===== src/rtl/core/tgh_pkg.sv =====
package tgh_pkg;

	// configuration register map
	localparam int CFG_IDX_W = 3;
	localparam int COS_W     = 16;
	localparam int HOLD_W    = 16;
	localparam int STATUS_W  = 2;

	localparam logic [HOLD_W-1:0] HOLD_RST      = 16'd200;
	localparam logic [COS_W-1:0]  ENTER_COS_RST = 16'd29452;
	localparam logic [COS_W-1:0]  EXIT_COS_RST  = 16'd26510;

	// shared multiplier: 64x64 product built from four 32x32 partial products
	localparam int MUL_HALF_W = 32;
	localparam int MUL_OP_W   = 2 * MUL_HALF_W;
	localparam int MUL_PROD_W = 2 * MUL_OP_W;

	// Q15 cosine squared gives Q30, so dot^2 is scaled by 2^30
	localparam int ALIGN_SHIFT = 30;

	typedef enum logic [CFG_IDX_W-1:0] {
		REG_REF_X      = 3'd0,
		REG_REF_Y      = 3'd1,
		REG_REF_Z      = 3'd2,
		REG_REF_LOADED = 3'd3,
		REG_HOLD_MS    = 3'd4,
		REG_ENTER_COS  = 3'd5,
		REG_EXIT_COS   = 3'd6
	} cfg_reg_t;

	typedef enum logic [STATUS_W-1:0] {
		ST_NO_REF  = 2'd0,
		ST_GRAVITY = 2'd1,
		ST_ANGLE   = 2'd2
	} result_status_t;

	typedef enum logic [1:0] {
		MUL_DOT = 2'd0,
		MUL_CS  = 2'd1,
		MUL_CSR = 2'd2
	} mul_sel_t;

	// controller to datapath
	typedef struct packed {
		logic     load;
		logic     prod;
		logic     sum;
		logic     mul_start;
		mul_sel_t mul_sel;
		logic     decide;
	} tgh_cmd_t;

	// datapath to controller
	typedef struct packed {
		logic mul_done;
		logic out_free;
	} tgh_stat_t;

endpackage


===== src/rtl/core/tgh_ctrl.sv =====
module tgh_ctrl (
	input  logic                clk,
	input  logic                arst_n,
	input  logic                in_valid,
	output logic                in_ready,
	input  tgh_pkg::tgh_stat_t  stat,
	output tgh_pkg::tgh_cmd_t   cmd
);
	import tgh_pkg::*;

	typedef enum logic [9:0] {
		S_IDLE    = 10'b00_0000_0001,
		S_PROD    = 10'b00_0000_0010,
		S_SUM     = 10'b00_0000_0100,
		S_DOT_GO  = 10'b00_0000_1000,
		S_DOT_RUN = 10'b00_0001_0000,
		S_CS_GO   = 10'b00_0010_0000,
		S_CS_RUN  = 10'b00_0100_0000,
		S_CSR_GO  = 10'b00_1000_0000,
		S_CSR_RUN = 10'b01_0000_0000,
		S_DECIDE  = 10'b10_0000_0000
	} state_t;

	state_t state_q;
	state_t state_n;

	assign in_ready = (state_q == S_IDLE);

	// next state and commands
	always_comb begin
		state_n       = state_q;
		cmd           = '0;
		cmd.mul_sel   = MUL_DOT;
		unique case (state_q)
			S_IDLE: begin
				if (in_valid) begin
					cmd.load = 1'b1;
					state_n  = S_PROD;
				end
			end
			S_PROD: begin
				cmd.prod = 1'b1;
				state_n  = S_SUM;
			end
			S_SUM: begin
				cmd.sum = 1'b1;
				state_n = S_DOT_GO;
			end
			S_DOT_GO: begin
				cmd.mul_start = 1'b1;
				cmd.mul_sel   = MUL_DOT;
				state_n       = S_DOT_RUN;
			end
			S_DOT_RUN: begin
				if (stat.mul_done) begin
					state_n = S_CS_GO;
				end
			end
			S_CS_GO: begin
				cmd.mul_start = 1'b1;
				cmd.mul_sel   = MUL_CS;
				state_n       = S_CS_RUN;
			end
			S_CS_RUN: begin
				if (stat.mul_done) begin
					state_n = S_CSR_GO;
				end
			end
			S_CSR_GO: begin
				cmd.mul_start = 1'b1;
				cmd.mul_sel   = MUL_CSR;
				state_n       = S_CSR_RUN;
			end
			S_CSR_RUN: begin
				if (stat.mul_done) begin
					state_n = S_DECIDE;
				end
			end
			S_DECIDE: begin
				if (stat.out_free) begin
					cmd.decide = 1'b1;
					state_n    = S_IDLE;
				end
			end
			default: state_n = S_IDLE;
		endcase
	end

	// state register
	always_ff @(posedge clk or negedge arst_n) begin
		if (!arst_n) begin
			state_q <= S_IDLE;
		end else begin
			state_q <= state_n;
		end
	end

endmodule


===== config.mk =====
export PLATFORM = sky130hd
export DESIGN_NAME = tgh_ctrl
export DESIGN_NICKNAME = d
export VERILOG_FILES = /design/src/rtl/core/tgh_pkg.sv /design/src/rtl/core/tgh_ctrl.sv
export SDC_FILE = /design/constraint.sdc
export NUM_CORES = 1
export LEC_CHECK = 0
export ABC_AREA = 1
export BUFFER_PORTS_ARGS = -buffer_cell sky130_fd_sc_hd__buf_2
export CAP_MARGIN = 20
export CELL_PAD_IN_SITES_DETAIL_PLACEMENT = 1
export CELL_PAD_IN_SITES_GLOBAL_PLACEMENT = 1
export CORE_UTILIZATION = 39
export DETAILED_ROUTE_END_ITERATION = 6
export PLACE_DENSITY_LB_ADDON = 0.05
export REMOVE_ABC_BUFFERS = 1
export SLEW_MARGIN = 10
export SYNTH_ARGS = -nofsm -noshare
export SYNTH_HDL_FRONTEND = slang
export SYNTH_SLANG_ARGS = --single-unit

===== constraint.sdc =====
create_clock -name clk -period 1.8 [get_ports clk]
set_input_delay 0.36 -clock clk [delete_from_list [all_inputs] [get_ports clk]]
set_output_delay 0.36 -clock clk [all_outputs]
set_load 0.01 [all_outputs]

### After elaboration in Yosys (flattened, before gate mapping)

Index checks and enable logic that the tools add are counted.

* input bits: 5
* register bits after elaboration: 10
* output and inout bits: 8
* word-level logic and storage cells: 30

* reduce and logical (&&, ||, !) cells: 1
* equal/unequal tests: 15
* muxes and demuxes: 13

Operators with widths (count)
* $pmux W10 S10: 1
* $mux W10: 5
* $eq A10 B1 Y1 const B: 1
* $eq A10 B10 Y1 const B: 1
* $eq A10 B2 Y1 const B: 1
* $eq A10 B3 Y1 const B: 1
* $eq A10 B4 Y1 const B: 1
* $eq A10 B5 Y1 const B: 1
* $eq A10 B6 Y1 const B: 1
* $eq A10 B7 Y1 const B: 1
* $eq A10 B8 Y1 const B: 1
* $eq A10 B9 Y1 const B: 1
* $ne A2 B2 Y1 const B: 5
* $pmux W3 S3: 1
* $mux W1: 6
* $reduce_and A5 Y1: 1

### Logic depth before layout (Yosys ltp)

* word-level depth: 3
* mapped depth: 9
* gate-level depth less buffers: 9

### Worst setup path after synthesis

Ideal clock, no wire load.

* kind: reg2out
* from: reg state_q[0]
* to: out cmd[6] (netlist name)
* slack: 352 ps
* arrival: 1088 ps
* required time: 1440 ps
* stages on the path, launching flop included: 5
* path buffers: 0
* cell sequence: dfstp_2 inv_1 nor2_1 nand2_2 nor3_1

RTL lines
* start: declaration: line tgh_ctrl.sv:24 `state_t state_q;`
* start signal: assignment: line tgh_ctrl.sv:94 `state_q <= state_n;`
* end: declaration: line tgh_ctrl.sv:7 `output tgh_pkg::tgh_cmd_t cmd`

==> summary.md <==
| Metric | Value |
|---|---|
| Area leader, netlist | dfrtp_1 |
| Main synth FF type | dfrtp_1 |
| Crit path capture type | output port |
| WP data required | around 1.4 ns |
| Cell count after synthesis | 114 |
| Drt initial violations | 6 |
| Most common library cells after synthesis | 24 x inv_1, 21 x nand2_1, 17 x nor2_1 |
| Fmax | roughly 550 MHz |
| GR Util met1 | roughly 25% |
| Worst vdd ir | 646 uV |
| Die X-Extent | about 48 um |
| Unrepaired setup endpoints after global routing | true |
| Num CTS Buffers | 3 |
| Synthesized area | between 800 and 900 sq um |
| Layout net count | between 150 and 200 |
| Pre-antenna DRT Iters | 4 |
| Placer Congestion | 0.751 |
| Final setup margin | -0.00280 ns |
| DRC errors left | 0 |
| Largest net degree at the start of global routing | 11 |
| FF-to-FF Start | state_q[0]$_DFFE_PN1P_ |
| Unique cell type count in the Yosys netlist | 24 |
| Crit-path cells | nor2_4, nand2_4, nor2_4, nand2_2, nand2_2, nor2_2, inv_1, buf_2 |
| Vias | 790 |
| Initial antenna violation count | 0 |
| Post-Syn Area per Cell | ~7.2 sq um |
| Synth top area share | between 20% and 30% |
| Max Root-Sink Buffers | 2 |
| Worst path top cell family by delay | flip-flops |
| Footprint of the multi-input gates | 480 sq um |
| Vias per std cell | approximately 4.6 |
| Chip Height | roughly 48 um |
| Final min period | between 1.5 and 2 ns |
| FILL cells | approximately 260 |
| Core Footprint | between 1500 and 2000 sq um |
| Crit Path Max Fanout | 3 |
| Post-synth EDFFs | 0 |
| Ys async rst share | between 90% and 100% |
| Global Route Usage Sum | between 20% and 30% |
| Placed Instances | 153 |
| Final wirelength | ~2200 um |
| Root Buffer | clkbuf_4 |
| Largest regs | state_q: 10 flops |
| Final setup TNS | -0.00280 ns |
| MaxCap Viol Count | 0 |
| Initial Util | between 40% and 50% |
| Synth top area cells | dfrtp_1 27%, inv_1 11%, nand2_1 9.6%, nor2_1 7.8%, nor2_4 6.9% |
| Area growth, synth to finish | 31.4% |
| Busiest layer in global routing | met2 |
| Final Setup Violations | 1 |
| Routed Antenna Nets | 0 |
| Largest register FFs | 10 |
| Worst path arrival time | between 1 and 1.5 ns |
| Largest reg by FF count | state_q |
| GR Util met3 | 6.79% |
| Hold wc startpoint | stat[1] |
| Register area share after synthesis | 30.7% |
| Hold Crit Class | primary input to flip-flop |
| Clock Pin Slew Worst Setup and Hold Paths | 0.07 ns |
| CP max stage delay | between 0.5 and 0.6 ns |
| CTS HTree Levels | 1 |
| Slew Viols, Final | 0 |
| Crit path kind | flip-flop to output port |
| WP buf/inv | 2 |
| # rows | 16 |
| Cell Count, Final, Fillers Out | between 150 and 200 |
| First-pass GRT wire length | between 3000 and 4000 um |
| YS warnings | 0 |
| Fraction of layout instances using a drive strength above 1 | ~43% |
| Top-count cell post-synth | inv_1 |
| PortBufs | 12 |
| Final hold violations | 0 |
| Worst path slowest cell | dfstp_2 |
| Top Ports | 13 |
| Mean routed wirelength per cell | between 10 and 15 um |
| Max_slew headroom | between 80% and 90% |
| Skew final | 0.00494 ns |
| Vias in the first global route | between 700 and 800 |
| P_leak | ~0.65 nW |
| DPL Wire Length | about 1600 um |
| Outcome | finished, violations left |
| Clk_lat worst skew | 0.27 ns |
| Tightest Pin Transition | 0.245 ns |
| Number of synthesized register bits | 10 |
| Total power | 1.16 mW |
| DIE AREA | between 2000 and 2500 sq um |
| FF+latch area | roughly 250 sq um |
| M2 GR Usage | 42.2% |
| Critical Path Source | state_q[0]$_DFFE_PN1P_ |
| Failing checks | negative setup slack |
| N_diodes | 0 |
| Worst setup SP type | flip-flop |
| Clock sinks | 10 |
| CTS tree | built |
| Tcrit/Tclk final | 100% |
| GRT overflow | 0 |
| Pwr dens | 1080 nW/um^2 |
-- layer usage --
layer | vias up | part of all wire, % | wire (um)
met5 | - | 0 | 0
met4 | 0 | 0 | 0
met3 | 0 | 3.1 | 69
met2 | 11 | 53 | 1160
met1 | 376 | 44 | 970
li1 | 403 | - | -
-- power by group --
| part | internal (mW) | switching (mW) | leakage [nW] |
|---|---|---|---|
| sequential | 0.268 | 0.0388 | 0.134 |
| clock | 0.123 | 0.0842 | 0.0210 |
| combinational | 0.259 | 0.387 | 0.499 |
| total | 0.649 | 0.510 | 0.654 |
-- per-stage QoR --
step | instance area [sq um] | hold WS (ns) | utilization [%] | setup slack [ns]
after floorplan | 820 | 0.0644 | - | 0.352
after global placement | 913 | 0.235 | 46.6 | 0.175
after detailed placement | 913 | 0.239 | 46.6 | 0.176
after CTS | 1080 | 0.326 | 54.9 | -0.000929
after global routing | 1080 | 0.315 | 54.9 | -0.102
final | 1080 | 0.325 | 54.9 | -0.00280
-- cell type report --
cell class / instances / share of cell area, %
Clock buffer: 4 / 3.37
Inverter: 26 / 9.29
Multi-Input combinational cell: 78 / 44.6
Sequential cell: 10 / 23.3
Tap cell: 27 / 3.14
Timing Repair Buffer: 27 / 16.3
-- kinds of logic after synthesis --
logic type             count (synthesis)  share of synthesized area [%]
and+or+nand+nor                       72                           51.3
AOI/OAI and AO/OA                      6                           5.80
DFF                                   10                           30.7
buffers and inverters                 26                           12.2
-- placed cells by master (no fill, tap or decap), drive strengths merged --
cell / Yosys / final
dfstp: 1 / 1
o21bai: 1 / 1
a21oi: 2 / 2
nor2: 26 / 26
nand3b: 1 / 1
nand3: 6 / 6
nand2: 32 / 32
o21ai: 3 / 3
clkbuf: 0 / 4
dlygate4sd3: 0 / 1
nand4: 2 / 2
nor3: 4 / 4
and2: 1 / 1
dfrtp: 9 / 9
buf: 0 / 26
inv: 26 / 26
-- worst reg2reg max path: stages, from the launching register on --
cell	delay, ns
dfstp_2	0.56
nor2_4	0.05
nand2_4	0.09
buf_4	0.13
nor2_1	0.04
nand2_1	0.06
nand3_2	0.09
a21oi_4	0.23
nand2_2	0.08
nor2_1	0.12
-- worst paths after layout --
path	endpoint	slack [ns]	depth (start not counted)
max	cmd[3]	-0.003	8
min	state_q[8]$_DFFE_PN0P_	0.33	2
max reg2reg	state_q[7]$_DFFE_PN0P_	0.28	9
min reg2reg	state_q[4]$_DFFE_PN0P_	0.62	2
max in group asynchronous	state_q[0]$_DFFE_PN1P_	1.05	2
min in group asynchronous	state_q[7]$_DFFE_PN0P_	0.48	2
-- repair_timing --
item,4_1_cts,5_1_grt
hold buffers,1,0
setup buffers,14,0
endpoints found under the hold margin,9,0
pin swaps,10,0
endpoints found under the setup margin,7,5
resized for setup,4,0
(Power assumes the default switching activity.)
